<file path="config.mk">
export PLATFORM = sky130hd
export DESIGN_NAME = mbe_out
export DESIGN_NICKNAME = d
export VERILOG_FILES = /design/src/design/mbe_pkg.sv /design/src/design/mbe_out.sv
export SDC_FILE = /design/constraint.sdc
export NUM_CORES = 1
export LEC_CHECK = 0
export BUFFER_PORTS_ARGS = -buffer_cell sky130_fd_sc_hd__buf_2
export CAP_MARGIN = 30
export CORE_AREA = 2 2 128 130
export DETAILED_ROUTE_END_ITERATION = 8
export DIE_AREA = 0 0 130 132
export GPL_TIMING_DRIVEN = 0
export PLACE_DENSITY = 0.42
export SLEW_MARGIN = 20
export SYNTH_ARGS = -nofsm -noshare
export SYNTH_HDL_FRONTEND = slang
export SYNTH_SLANG_ARGS = --single-unit
export TNS_END_PERCENT = 50
</file>
<file path="constraint.sdc">
create_clock -name clk -period 1.9 [get_ports clk]
set_clock_uncertainty 0.1 [all_clocks]
set_input_delay 0.095 -clock clk [delete_from_list [all_inputs] [get_ports clk]]
set_output_delay 0.095 -clock clk [all_outputs]
set_load 0.02 [all_outputs]
</file>
<file path="src/design/mbe_pkg.sv">
// ----------------------------------------------------------------------------
// mbe_pkg
// Shared types, constants and arithmetic helpers of the escape-time pipeline.
// ----------------------------------------------------------------------------
package mbe_pkg;

    localparam int COUNT_W            = 8;
    localparam int DATA_W             = 32;
    localparam int PROD_W             = 2 * DATA_W;
    localparam int FRAC_BITS          = 27;
    localparam int LIMIT_W            = 31;
    localparam int ADDR_W             = 3;
    localparam int LAST_ITERATION_DEF = 25;

    localparam logic [LIMIT_W-1:0] LIMIT_RESET = 31'd1342177280;
    localparam logic [ADDR_W-1:0]  ADDR_LIMIT  = 3'd0;

    // one point in flight: current z and the constant c
    typedef struct packed {
        logic signed [DATA_W-1:0] re;
        logic signed [DATA_W-1:0] im;
        logic signed [DATA_W-1:0] c_re;
        logic signed [DATA_W-1:0] c_im;
    } mbe_point_t;

    // products of z with the constant c carried alongside
    typedef struct packed {
        logic signed [PROD_W-1:0] rr;
        logic signed [PROD_W-1:0] ii;
        logic signed [PROD_W-1:0] ri;
        logic signed [DATA_W-1:0] c_re;
        logic signed [DATA_W-1:0] c_im;
    } mbe_prod_t;

    // per-stage control travelling with the data
    typedef struct packed {
        logic               valid;
        logic               done;
        logic [COUNT_W-1:0] count;
    } mbe_ctl_t;

    // saturate a wide signed value to 32 bits
    function automatic logic signed [DATA_W-1:0] sat_wide(input logic signed [PROD_W-1:0] v);
        logic signed [PROD_W-1:0] max_v;
        logic signed [PROD_W-1:0] min_v;
        max_v = PROD_W'($signed({1'b0, {(DATA_W-1){1'b1}}}));
        min_v = -max_v - PROD_W'(1);
        if (v > max_v)
            return DATA_W'(max_v);
        else if (v < min_v)
            return DATA_W'(min_v);
        else
            return DATA_W'(v);
    endfunction

    // saturating add of two 32-bit signed values
    function automatic logic signed [DATA_W-1:0] sat_add(input logic signed [DATA_W-1:0] a,
                                                         input logic signed [DATA_W-1:0] b);
        logic signed [DATA_W:0] s;
        s = {a[DATA_W-1], a} + {b[DATA_W-1], b};
        if (s[DATA_W] != s[DATA_W-1])
            return s[DATA_W] ? {1'b1, {(DATA_W-1){1'b0}}} : {1'b0, {(DATA_W-1){1'b1}}};
        else
            return s[DATA_W-1:0];
    endfunction

    // squared magnitude against the threshold scaled to the product format
    function automatic logic norm_escapes(input logic signed [PROD_W-1:0] rr,
                                          input logic signed [PROD_W-1:0] ii,
                                          input logic [LIMIT_W-1:0] limit);
        logic [PROD_W-1:0] norm;
        logic [PROD_W-1:0] thr;
        norm = $unsigned(rr) + $unsigned(ii);
        thr  = {{(PROD_W-LIMIT_W-FRAC_BITS){1'b0}}, limit, {FRAC_BITS{1'b0}}};
        return norm > thr;
    endfunction

endpackage

</file>
<file path="src/design/mbe_out.sv">
// ----------------------------------------------------------------------------
// mbe_out
// Output stage: test of the last step, colour mapping and output register.
// ----------------------------------------------------------------------------
module mbe_out #(
    parameter logic [mbe_pkg::COUNT_W-1:0] STEP = '0
) (
    input  logic                        clk,
    input  logic                        rst_n,
    input  logic                        en,
    input  logic [mbe_pkg::LIMIT_W-1:0] limit,
    input  mbe_pkg::mbe_ctl_t           in_ctl,
    input  mbe_pkg::mbe_prod_t          in_prod,
    output logic                        out_valid,
    output logic [mbe_pkg::COUNT_W-1:0] escape_count,
    output logic [7:0]                  red,
    output logic [7:0]                  green,
    output logic [7:0]                  blue
);
    import mbe_pkg::*;

    logic [COUNT_W-1:0] count_next;
    logic [7:0]         red_next;
    logic [7:0]         green_next;
    logic [7:0]         blue_next;
    logic               valid_reg;
    logic [COUNT_W-1:0] count_reg;
    logic [7:0]         red_reg;
    logic [7:0]         green_reg;
    logic [7:0]         blue_reg;

    // final count: earlier escape, escape at the last step, or none
    always_comb
    begin
        if (in_ctl.done)
            count_next = in_ctl.count;
        else if (norm_escapes(in_prod.rr, in_prod.ii, limit))
            count_next = STEP;
        else
            count_next = '0;
    end

    // colour from the low bits of the count, black for zero
    always_comb
    begin
        if (count_next == '0)
        begin
            red_next   = '0;
            green_next = '0;
            blue_next  = '0;
        end
        else
        begin
            red_next   = {count_next[2:0], 5'b0};
            green_next = {count_next[3:0], 4'b0};
            blue_next  = {count_next[4:0], 3'b0};
        end
    end

    // output valid
    always_ff @(posedge clk or negedge rst_n)
    begin
        if (!rst_n)
            valid_reg <= 1'b0;
        else if (en)
            valid_reg <= in_ctl.valid;
    end

    // output payload
    always_ff @(posedge clk)
    begin
        if (en)
        begin
            count_reg <= count_next;
            red_reg   <= red_next;
            green_reg <= green_next;
            blue_reg  <= blue_next;
        end
    end

    assign out_valid    = valid_reg;
    assign escape_count = count_reg;
    assign red          = red_reg;
    assign green        = green_reg;
    assign blue         = blue_reg;

endmodule

</file>
==> run metrics <==
gate count of the mapped netlist=between 40 and 50; crit path kind=register to primary output; top cell type's share of synthesized area=58.3%; crit-path cells=buf_4 -> buf_2; f_max=0.845 GHz; setup repair bufs after CTS=0; min Tclk post-route=1.18 ns; clock slew at reported path FFs=around 0.050 ns; RSZ-0062 raised after global routing=no; remaining global-route overflow=0; first-pass GRT wire length=2640 um; TritonCTS clock tree=built; FFs w/ async S/R, synth=under 10%; Critical R2R Capture=out_valid; antenna-violating nets left=0; Core ar.=0.0157 sq mm; P&R area growth vs syn=86.4%; PortBufs=33; WHS=0.0385 ns; Multi-input gate area=between 100 and 150 sq um; FF+latch count, synth=14; Post-synth top cells=buf_4 (19), and2_1 (13), edfxtp_1 (13); Die H=~130 um; clock sink count=14; Die Wd=between 100 and 150 um; R2R Path Start=out_valid; Final setup viols=0; # IOs=333; Clock Root Buffer=clkbuf_16; R2R setup slack=1.05 ns; DR pass1 iterations=2; synthesis warning total=0; 1st-iter DRT viols=5; Largest stage delay, worst path=around 0.43 ns; routability cong.=0.593; share of layout cells above drive strength 1=57.6%; H-tree Lvls=1; crit-path leading delay family=flip-flops; R2R depth=1; WL/cell=5.49 um; Slew Limit Fails=0; cts bufs inserted=3; CTS max path bufs=2; initial antenna violation count=0; sequential area share after synthesis=62.1%; max FFs per register=8; synthesized area=between 600 and 700 sq um; min-delay worst type=primary input to register; Data required, critical path=1.70 ns; Synth cell types=7; Worst VDD drop=0.000311 V; # rows=46; die area=0.0172 sq mm; leak pwr=0.500 nW; Final Util=7.94%; largest fanout on the critical path=3; starting density of the core=4.26%; post-route clock period utilization=roughly 62%; largest net degree at the start of global routing=15; CP bufs+invs=2; Worst Slack Setup Final=between 0.7 and 0.8 ns; PD cells=between 700 and 800 mW/mm^2; vias per cell=between 1 and 1.5; most common cell in the netlist=buf_4; Synth area leader=edfxtp_1; max_cap viols=0; crit end category=primary output; Top FF cell, synth=edfxtp_1; pre-CTS WS=0.927 ns; EDFF count, synth=13; Hold Path Cell Cnt=2; Setup TNS Final=0 ns; Vias=459; vias in the first global route=between 400 and 500; startpoint types=register; top post-synthesis cells by area=edfxtp_1 (58%), buf_4 (21%), and2_1 (12%), dfrtp_1 (3.7%), mux2_4 (2.2%); GRT Total Usage=2.13%; CP max-delay cell=edfxtp_1; Final Hold Vio Count=0; DRC Markers=0; Layout Nets=400; hold wc startpoint=in_ctl[7]; final WL=about 1700 um; status=finished clean; syn_area_per_cell=13.7 sq um; fill count=approximately 1800; clk_lat worst skew=0.24 ns; hold endpoint=escape_count[7]; Reg area=415 sq um; Worst Path Arrival=0.99 ns
## report_power, final
group,internal [mW],total [mW],switching [mW]
logic,0.0760,0.180,0.104
clock network,0.284,0.403,0.119
registers,0.366,0.377,0.0111
total,0.725,0.960,0.235
## cell usage in the layout, fill, tap and decap left out
cell type       n
dlygate4sd3_1   2
buf_2          33
mux2_4          1
buf_6           1
dfrtp_1         1
clkbuf_1        1
conb_1         12
buf_4          19
clkbuf_16       3
and2_1         13
diode_2         1
edfxtp_1       13
## routing by layer
metal / up-vias / part of all wire (%) / track usage (%) / wire length [um]
li1: 231 / - / - / -
met1: 200 / 32 / 1.97 / 556
met2: 26 / 51 / 3.58 / 893
met3: 2 / 16 / 1.50 / 276
met4: 0 / 0.52 / 0.896 / 9
met5: - / 0 / 0 / 0
## cell type report
type | count | area share (%)
diodes | 1 | 0.201
clock buffers | 4 | 6.32
flip-flops and latches | 14 | 33.3
plain buffers | 20 | 12.3
well taps | 216 | 21.7
repair buffers | 35 | 14.8
multi-input cells | 26 | 11.3
## cell families (layout without fill, tap and decap cells)
group | count (synthesis) | after routing | share of synthesized area [%]
simple gates | 13 | 13 | 12.1
buf+inv | 20 | 59 | 23.0
flops | 14 | 14 | 62.1
mux | 1 | 1 | 2.24
other cells | 1 | 13 | 0.560
## stage by stage
| step | total power, mW | std cells | instance area [sq um] |
|---|---|---|---|
| 6_report | 0.960 | 316 | 1250 |
| 5_1_grt | 1.00 | 315 | 1240 |
| 4_1_cts | 0.977 | 315 | 1240 |
| 3_5_place_dp | 0.564 | 309 | 1150 |
| 3_3_place_gp | 0.564 | 309 | 1150 |
| 2_1_floorplan | 0.499 | 60 | 711 |
## worst max-delay path by stage
stage          depth (start not counted)      start         to  slack (ns)
3_5_place_dp                           2         en  out_valid        0.93
6_report                               2   green[6]     red[7]        0.72
2_1_floorplan                          1  out_valid  out_valid        0.97
3_3_place_gp                           2         en  out_valid        0.94
4_1_cts                                2   green[6]     red[7]        0.69
5_1_grt                                2   green[6]     red[7]        0.68
## what timing repair did
item	in CTS	in global routing
resized for setup	0	0
hold buffers	2	0
endpoints found under the hold margin	2	0
Note: power is estimated with default switching activity, not from simulation.
