==> src/design/mbe_pkg.sv <==
// ----------------------------------------------------------------------------
// mbe_pkg
// Shared types, constants and arithmetic helpers of the escape-time pipeline.
// ----------------------------------------------------------------------------
package mbe_pkg;

    localparam int COUNT_W            = 8;
    localparam int DATA_W             = 32;
    localparam int PROD_W             = 2 * DATA_W;
    localparam int FRAC_BITS          = 27;
    localparam int LIMIT_W            = 31;
    localparam int ADDR_W             = 3;
    localparam int LAST_ITERATION_DEF = 25;

    localparam logic [LIMIT_W-1:0] LIMIT_RESET = 31'd1342177280;
    localparam logic [ADDR_W-1:0]  ADDR_LIMIT  = 3'd0;

    // one point in flight: current z and the constant c
    typedef struct packed {
        logic signed [DATA_W-1:0] re;
        logic signed [DATA_W-1:0] im;
        logic signed [DATA_W-1:0] c_re;
        logic signed [DATA_W-1:0] c_im;
    } mbe_point_t;

    // products of z with the constant c carried alongside
    typedef struct packed {
        logic signed [PROD_W-1:0] rr;
        logic signed [PROD_W-1:0] ii;
        logic signed [PROD_W-1:0] ri;
        logic signed [DATA_W-1:0] c_re;
        logic signed [DATA_W-1:0] c_im;
    } mbe_prod_t;

    // per-stage control travelling with the data
    typedef struct packed {
        logic               valid;
        logic               done;
        logic [COUNT_W-1:0] count;
    } mbe_ctl_t;

    // saturate a wide signed value to 32 bits
    function automatic logic signed [DATA_W-1:0] sat_wide(input logic signed [PROD_W-1:0] v);
        logic signed [PROD_W-1:0] max_v;
        logic signed [PROD_W-1:0] min_v;
        max_v = PROD_W'($signed({1'b0, {(DATA_W-1){1'b1}}}));
        min_v = -max_v - PROD_W'(1);
        if (v > max_v)
            return DATA_W'(max_v);
        else if (v < min_v)
            return DATA_W'(min_v);
        else
            return DATA_W'(v);
    endfunction

    // saturating add of two 32-bit signed values
    function automatic logic signed [DATA_W-1:0] sat_add(input logic signed [DATA_W-1:0] a,
                                                         input logic signed [DATA_W-1:0] b);
        logic signed [DATA_W:0] s;
        s = {a[DATA_W-1], a} + {b[DATA_W-1], b};
        if (s[DATA_W] != s[DATA_W-1])
            return s[DATA_W] ? {1'b1, {(DATA_W-1){1'b0}}} : {1'b0, {(DATA_W-1){1'b1}}};
        else
            return s[DATA_W-1:0];
    endfunction

    // squared magnitude against the threshold scaled to the product format
    function automatic logic norm_escapes(input logic signed [PROD_W-1:0] rr,
                                          input logic signed [PROD_W-1:0] ii,
                                          input logic [LIMIT_W-1:0] limit);
        logic [PROD_W-1:0] norm;
        logic [PROD_W-1:0] thr;
        norm = $unsigned(rr) + $unsigned(ii);
        thr  = {{(PROD_W-LIMIT_W-FRAC_BITS){1'b0}}, limit, {FRAC_BITS{1'b0}}};
        return norm > thr;
    endfunction

endpackage

==> src/design/mbe_upd.sv <==
// ----------------------------------------------------------------------------
// mbe_upd
// Update stage: next z from the products, escape test on the current norm.
// ----------------------------------------------------------------------------
module mbe_upd #(
    parameter logic [mbe_pkg::COUNT_W-1:0] STEP = '0
) (
    input  logic                        clk,
    input  logic                        rst_n,
    input  logic                        en,
    input  logic [mbe_pkg::LIMIT_W-1:0] limit,
    input  mbe_pkg::mbe_ctl_t           in_ctl,
    input  mbe_pkg::mbe_prod_t          in_prod,
    output mbe_pkg::mbe_ctl_t           out_ctl,
    output mbe_pkg::mbe_point_t         out_pt
);
    import mbe_pkg::*;

    logic signed [PROD_W-1:0] diff;
    logic signed [PROD_W-1:0] re_sh;
    logic signed [PROD_W-1:0] im_sh;
    logic                     escape;
    mbe_point_t               pt_next;
    mbe_point_t               pt_reg;
    mbe_ctl_t                 ctl_next;
    mbe_ctl_t                 ctl_reg;

    // z*z + c with floor shifts and saturation
    always_comb
    begin
        diff         = in_prod.rr - in_prod.ii;
        re_sh        = diff >>> FRAC_BITS;
        im_sh        = in_prod.ri >>> (FRAC_BITS - 1);
        pt_next.re   = sat_add(sat_wide(re_sh), in_prod.c_re);
        pt_next.im   = sat_add(sat_wide(im_sh), in_prod.c_im);
        pt_next.c_re = in_prod.c_re;
        pt_next.c_im = in_prod.c_im;
    end

    // products are the squares of the previous step's z, so test that step here;
    // the first stage sees z at zero and never escapes
    always_comb
    begin
        escape   = !in_ctl.done && norm_escapes(in_prod.rr, in_prod.ii, limit);
        ctl_next = in_ctl;
        if (escape)
        begin
            ctl_next.done  = 1'b1;
            ctl_next.count = STEP;
        end
    end

    // control register
    always_ff @(posedge clk or negedge rst_n)
    begin
        if (!rst_n)
            ctl_reg <= '0;
        else if (en)
            ctl_reg <= ctl_next;
    end

    // payload register
    always_ff @(posedge clk)
    begin
        if (en)
            pt_reg <= pt_next;
    end

    assign out_ctl = ctl_reg;
    assign out_pt  = pt_reg;

endmodule

==> config.mk <==
export PLATFORM = sky130hd
export DESIGN_NAME = mbe_upd
export DESIGN_NICKNAME = d
export VERILOG_FILES = /design/src/design/mbe_pkg.sv /design/src/design/mbe_upd.sv
export SDC_FILE = /design/constraint.sdc
export NUM_CORES = 1
export LEC_CHECK = 0
export ABC_AREA = 1
export BUFFER_PORTS_ARGS = -buffer_cell sky130_fd_sc_hd__buf_4
export CORE_UTILIZATION = 50
export CTS_CLUSTER_SIZE = 12
export DETAILED_ROUTE_END_ITERATION = 6
export HOLD_SLACK_MARGIN = 0.06
export PLACE_DENSITY_LB_ADDON = 0.08
export REMOVE_ABC_BUFFERS = 1
export SYNTH_ARGS = -nofsm -noshare
export SYNTH_HDL_FRONTEND = slang
export SYNTH_SLANG_ARGS = --single-unit
==> constraint.sdc <==
create_clock -name clk -period 0.92 [get_ports clk]
set_input_delay 0.184 -clock clk [delete_from_list [all_inputs] [get_ports clk]]
set_output_delay 0.184 -clock clk [all_outputs]
set_load 0.02 [all_outputs]
==> results.yml, run 1 <==
clock_network:
  clock_path_buffers: 2
  cts_root_buf: "clkbuf_16"
  cts_sinks: 138
  cts_max_level: 4
  cts_buffers: 17
logic_synthesis:
  synth_area_leaders: "edfxtp_1, ha_1, nand2_1"
  ys.flop_type: "edfxtp_1"
  synth-seq-cells: 138
  synth-compound-area-share: 0.184
  yosysTopAreaCellShare: 0.208
  netlist_area_mm2: 0.0184
  synth_xor_area_frac: 0.0626
  synth_top_area_cell: "edfxtp_1"
  synth_edf_count: 128
  synth.avg_cell_area_um2: 6.67
  async_flop_share: 0.0725
  synth_top_family_by_area: "simple AND/OR/NAND/NOR gates"
  synth_adder_area_share: 0.153
  synth_seq_area_share: 0.222
  ys_types: 59
  synth_cells: 2763
  ys.warnings.count: 0
  muxShareOfSynthArea: 0
  synthSimpleGateAreaFrac: 0.266
global_routing:
  grt_overflow: 1122
  grt_max_degree: 32
  track_usage: 0.954
floorplan:
  fp.dieW_um: 194
  chipHeight_um: 194
  pin_count: 438
  placementRows: 69
  start_util: 0.513
placed_design:
  dpl.hpwl_um: 66800
  port_buffers: 411
  place_congestion: 1.04
run_status:
  status: "did not finish"
  error: "[ERROR GRT-0232] Routing congestion too high. Check the congestion heatmap in the GUI."
  failed_stage: "global routing"
-- routing by layer --
metal,overflow,global-route usage
met1,109,0.922
met2,572,1.05
met3,121,0.887
met4,304,0.989
met5,16,0.766
-- through the flow --
step	std cells	instance area [um^2]	hold slack [ns]	setup WS, ns	utilization
4_1_cts	4523	31100	0.0646	-3.47	0.865
3_5_place_dp	4372	27800	0.0166	-4.40	0.775
3_3_place_gp	4372	27800	0.0133	-4.16	0.775
2_1_floorplan	2705	18100	-0.112	-4.35	-
-- synthesized netlist by cell type, drive strengths merged (25+ instances only) --
master    n
a21oi   250
buf      48
edfxtp  128
ha      221
inv     451
nand2   651
nand3   119
nor2    325
nor3     35
o21a     25
o21ai   199
o21bai   26
xnor2    31
xor2     99
-- what timing repair did --
item / in CTS
cloned: 9
hold endpoints to repair: 74
hold buffers: 65
gates resized for setup: 384
endpoints found under the setup margin: 211
setup buffers: 47
pin swaps: 68
-- cells by family after synthesis --
logic type,after synthesis
xor+xnor,130
simple gates,1175
buf+inv,510
flops,138
compound gates,586
fa+ha+maj,224
==> inputs of run 2 (changes only) <==
CORE_UTILIZATION = 35   (was 50)
CTS_CLUSTER_SIZE = unset   (was 12)
HOLD_SLACK_MARGIN = unset   (was 0.06)
PLACE_DENSITY_LB_ADDON = 0.15   (was 0.08)
==> results.yml, run 2 <==
cells_and_area:
  multiInputGateArea_mm2: 0.0146
  areaGrowthSynthToFinish_pct: 82.8
  num-fill-cells: 4560
  layout.nets: 4683
  layout_commonest_cell: "buf_4"
  final_cell_mix: "buf_4, nand2_1, inv_1"
  drive_above_1_share: 0.454
  regArea_mm2: 0.00409
  final_cells: 4852
  largest_register_ffs: 128
  n_antenna_cell: 0
power:
  cellPowerDensity_mw_per_mm2: 1580
  p_leak_nw: 16.8
  ir_worst_vdd_v: 0.00141
setup_path:
  crit_path_top_delay_cell: "o221ai_1"
  setup.worst_path.end_class: "register"
  crit_arrival_ns: 4.70
  slowest_delay_ns: 0.38
  cp-start-kind: "input port"
  crit_top_cell: "nand2_1"
  path_max_fanout: 12
  worstSetupPathType: "input port to register"
  worstPathRequired_ns: 1.11
logic_synthesis:
  synth_edf_count: 128
  synth-seq-cells: 138
  synth_adder_area_share: 0.153
  ys.flop_type: "edfxtp_1"
  synth_cells: 2763
  synth_top_family_by_area: "simple AND/OR/NAND/NOR gates"
  yosysMostFrequentCell: "nand2_1"
  synth_area_leaders: "edfxtp_1, ha_1, nand2_1"
  synth.avg_cell_area_um2: 6.67
  synth_top_area_cell: "edfxtp_1"
  synth_seq_area_share: 0.222
  synth_common_cells: "nand2_1, inv_1, nor2_1"
  ys_types: 59
  synth-compound-area-share: 0.184
  async_flop_share: 0.0725
  netlist_area_mm2: 0.0184
  muxShareOfSynthArea: 0
  synth_xor_area_frac: 0.0626
  yosysTopAreaCellShare: 0.208
  synthSimpleGateAreaFrac: 0.266
  ys.warnings.count: 0
detailed_routing:
  vias_per_cell: 4.93
  num_vias: 23941
  drtAntennaViolNets: 0
  drt_iter0_markers: 1582
  wl_per_cell_um: 17.7
  routed_wl_um: 85900
  first_pass_iters: 5
  drc: 0
sta:
  fin_ws_ns: -3.59
  min_period_over_period: 4.90
  clock_skew_ns: 0
  rsz0062_at_grt: "yes"
  drv_slew: 0
  setup_viol: 211
  relSlewSlack: 0.652
  finalCriticalPeriod_ns: 4.51
  timing.fmax_mhz: 222
  hold_violations: 0
  worst_pin_slew_ns: 0.516
placed_design:
  place_congestion: 0.947
  dpl.cell_count: 4700
  dpl.hpwl_um: 70800
  dp_slack_ns: -4.50
  port_buffers: 411
floorplan:
  chipHeight_um: 232
  placementRows: 83
  fp.dieW_um: 232
  pin_count: 438
  die_area_mm2: 0.0536
  coreArea_mm2: 0.0517
  start_util: 0.357
global_routing:
  grt_overflow: 0
  use_met2: 0.493
  use_met3: 0.0193
  antenna_found_initial: 0
  busiest_layer: "met2"
  track_usage: 0.298
  grt_pass1_wl_um: 124000
  met1_usage: 0.418
  grt_max_degree: 42
  grt_pass1_vias: 23177
run_status:
  status: "finished with violations"
  violations: "negative setup slack"
clock_network:
  clkTransAtPathRegs_ns: 0.06
  cts_buffers: 17
  cts_sinks: 138
  clock_path_buffers: 2
  clk_latency_ns: 0.43
  cts_tree: "yes"
  cts_root_buf: "clkbuf_16"
  cts_max_level: 4
worst_hold_path:
  hold_class: "input port to register"
run:
  drv_cap: 0
run 2: worst paths after layout:
path / end / slack [ns] / from / cells past startpoint
setup / recovery: out_pt[104] / -3.59 / in_prod[187] / 30
hold / removal: out_ctl[6] / 0.03 / in_ctl[6] / 5
setup reg to reg: out_ctl[4] / 0.15 / out_ctl[4] / 3
hold reg to reg: out_ctl[5] / 0.51 / out_ctl[5] / 2
max in group asynchronous: out_ctl[8] / 0.67 / rst_n / 2
min in group asynchronous: out_ctl[1] / 0.11 / rst_n / 2
run 2: metal layers:
metal,vias up,share of wire
met5,-,0
met4,0,0.022
met3,102,0.051
met2,745,0.46
met1,11262,0.46
li1,11832,-
run 2: through the flow:
step | area [um^2] | hold WS (ns) | total power, W | setup TNS, ns | utilization
after CTS | 31000 | 0.00678 | 0.0473 | -251.29 | 0.600
after detailed placement | 28900 | 0.0182 | 0.0381 | -270.93 | 0.559
after floorplan | 18100 | -0.112 | 0.0227 | -285.95 | -
final | 33700 | 0.0319 | 0.0532 | -257.34 | 0.652
after global placement | 28900 | 0.0172 | 0.0378 | -267.04 | 0.559
after global routing | 33700 | 0.0323 | 0.0561 | -275.22 | 0.652
run 2: area by class of cell:
type	instances	area share
inverters	452	0.0506
clock buffers	21	0.0131
multi-input cells	2116	0.433
well taps	680	0.0252
repair buffers	1434	0.353
flip-flops and latches	138	0.121
clock inverters	11	0.00371
run 2: cell families after synthesis:
logic type	Yosys count
XOR/XNOR	130
adder cells (fa/ha/maj)	224
AND/OR/NAND/NOR	1175
buffers and inverters	510
flip-flops	138
AO/OA/AOI/OAI	586
run 2: what timing repair did:
action                                  CTS  global route
endpoints found under the setup margin  211           211
resized for setup                       188           543
hold buffers                             54             0
buffers inserted                         17            39
pin swaps                                20           127
hold endpoints to repair                 63             0
gates cloned                              5            11
run 2: power by group:
group / internal, W / switching [W]
clock network: 0.00399 / 0.00267
logic: 0.0184 / 0.0185
registers: 0.00894 / 0.000730
total: 0.0313 / 0.0219
run 2: critical path: cells and delay by family:
kind                       cells  cell delay, ns
AOI/OAI and AO/OA              8            1.19
xor gates and xnor gates       2            0.42
adders and majority gates      3            0.82
buffers and inverters          6            0.82
and+or+nand+nor               11            1.27
Note: power is estimated with default switching activity, not from simulation.
==> inputs of run 3 (changes only) <==
==> constraint.sdc (replaced) <==
create_clock -name clk -period 0.92 [get_ports clk]
set_input_delay 0.046 -clock clk [delete_from_list [all_inputs] [get_ports clk]]
set_output_delay 0.046 -clock clk [all_outputs]
set_load 0.02 [all_outputs]
==> results.yml, run 3 (synthesized netlist as in run 2, its figures left out) <==
clock_network:
  clkTransAtPathRegs_ns: 0.06
  cts_tree: "yes"
  cts_max_level: 4
  cts_sinks: 138
  clock_path_buffers: 2
  cts_root_buf: "clkbuf_16"
  cts_buffers: 17
  clk_latency_ns: 0.43
setup_path:
  setup.worst_path.end_class: "register"
  crit_arrival_ns: 4.45
  path_max_fanout: 7
  r2r-start: "out_ctl[8]"
  worstSetupPathType: "input port to register"
  crit_path_top_delay_cell: "ha_4"
  cp-startpoint: "in_prod[134]"
  cp-start-kind: "input port"
  slowest_delay_ns: 0.30
  worstPathRequired_ns: 1.09
global_routing:
  grt_overflow: 0
  grt_pass1_vias: 23884
  grt_pass1_wl_um: 129000
  grt_max_degree: 32
  antenna_found_initial: 0
  track_usage: 0.310
detailed_routing:
  wl_met1_um: 40100
  first_pass_iters: 5
  drt_iter0_markers: 1468
  drc: 0
  wl_per_cell_um: 18.0
  wl_met3_um: 4910
  drtAntennaViolNets: 0
  highest_layer: "met4"
  wl_met2_um: 41500
  routed_wl_um: 88000
  num_vias: 24285
  vias_per_cell: 4.96
power:
  power_frac_comb: 0.685
  p_leak_nw: 17.0
  clkPwrFrac: 0.132
  power_w: 0.0528
  switching_power_w: 0.0217
  seqPwrFrac: 0.183
  cellPowerDensity_mw_per_mm2: 1540
  ir_worst_vdd_v: 0.00151
  intPower_w: 0.0311
  switching_share: 0.410
sta:
  clock_skew_ns: 0
  relSlewSlack: 0.635
  hold_violations: 0
  drv_slew: 0
  fin_ws_ns: -3.36
  rsz0062_at_grt: "yes"
  timing.fmax_mhz: 234
  min_period_over_period: 4.65
  worst_pin_slew_ns: 0.545
  finalCriticalPeriod_ns: 4.28
  setup_viol: 211
cells_and_area:
  layout_commonest_cell: "buf_4"
  fin_area_mm2: 0.0344
  drive_above_1_share: 0.458
  largest_register_ffs: 128
  layout.nets: 4723
  fin_util: 0.664
  n_antenna_cell: 0
  areaGrowthSynthToFinish_pct: 86.3
  final_cell_mix: "buf_4, nand2_1, inv_1"
run_status:
  status: "finished with violations"
  violations: "negative setup slack"
placed_design:
  placed_cell_area_mm2: 0.0289
  dp_slack_ns: -4.45
  place_congestion: 0.940
  dpl.hpwl_um: 71200
  port_buffers: 411
floorplan:
  pin_count: 438
  chipHeight_um: 232
  fp.dieW_um: 232
  die_area_mm2: 0.0536
  placementRows: 83
  coreArea_mm2: 0.0517
  start_util: 0.357
worst_hold_path:
  min_from: "in_prod[0]"
  hold_class: "input port to register"
run:
  drv_cap: 0
==> run 3: changes by cell type in the layout (fill, tap and decap cells not counted), moves of 10 or more <==
| cell | change |
|---|---|
| nand2_4 | +17 |
| dlygate4sd3_1 | +24 |
| nand2_2 | -29 |
| ha_1 | -14 |
| a21oi_1 | -10 |
| nand2_1 | +10 |
| buf_6 | +16 |
==> run 3: per-layer routing <==
layer  track usage  vias up
li1              -    11911
met4        0.0623        0
met2         0.527      838
met5             0        -
met3        0.0265       98
met1         0.425    11438
==> run 3: timing repair <==
| action | 4_1_cts | 5_1_grt |
|---|---|---|
| hold buffers | 77 | 3 |
| endpoints found under the hold margin | 91 | 11 |
| resized for setup | 454 | 329 |
| buffers inserted | 44 | 36 |
| pin swaps | 89 | 122 |
| cloned | 9 | 4 |
| endpoints found under the setup margin | 211 | 228 |
==> run 3: final cells by class <==
type / count / area [um^2]
Clock buffer: 18 / 429
Clock inverter: 14 / 170
Fill cell: 4350 / 17400
Inverter: 452 / 1710
Multi-Input combinational cell: 2116 / 14900
Sequential cell: 138 / 4090
Tap cell: 680 / 851
Timing Repair Buffer: 1474 / 12200
==> run 3: per-stage QoR <==
stage	std cells	hold slack, ns	setup TNS, ns
global placement	4698	-0.123	-264.40
floorplan	2705	-0.250	-275.88
global route	4892	0.102	-235.07
detailed placement	4698	-0.118	-267.28
CTS	4857	0.0823	-225.51
finish	4892	0.101	-219.33
==> run 3: final timing paths <==
kind / endpoint / slack, ns / cells after the start
setup / recovery: out_pt[116] / -3.36 / 31
hold / removal: out_pt[64] / 0.10 / 4
setup reg to reg: out_ctl[8] / 0.01 / 4
hold reg to reg: out_ctl[9] / 0.50 / 2
max in group asynchronous: out_ctl[4] / 0.21 / 3
min in group asynchronous: out_ctl[5] / 0.56 / 3
==> run 3: power by group through the flow <==
stage | Combinational [W] | Sequential, W | Clock, W
global route | 0.0386 | 0.00977 | 0.00727
CTS | 0.0331 | 0.00965 | 0.00700
finish | 0.0362 | 0.00967 | 0.00697
global placement | 0.0282 | 0.00949 | 0
detailed placement | 0.0285 | 0.00950 | 0
floorplan | 0.0116 | 0.0111 | 0
==> run 3: critical path: cells and delay by family <==
family | cells | cell delay (ns)
AOI/OAI and AO/OA | 7 | 1.21
xor gates and xnor gates | 1 | 0.20
adders and majority gates | 2 | 0.46
buffers and inverters | 8 | 1.00
and+or+nand+nor | 13 | 1.54
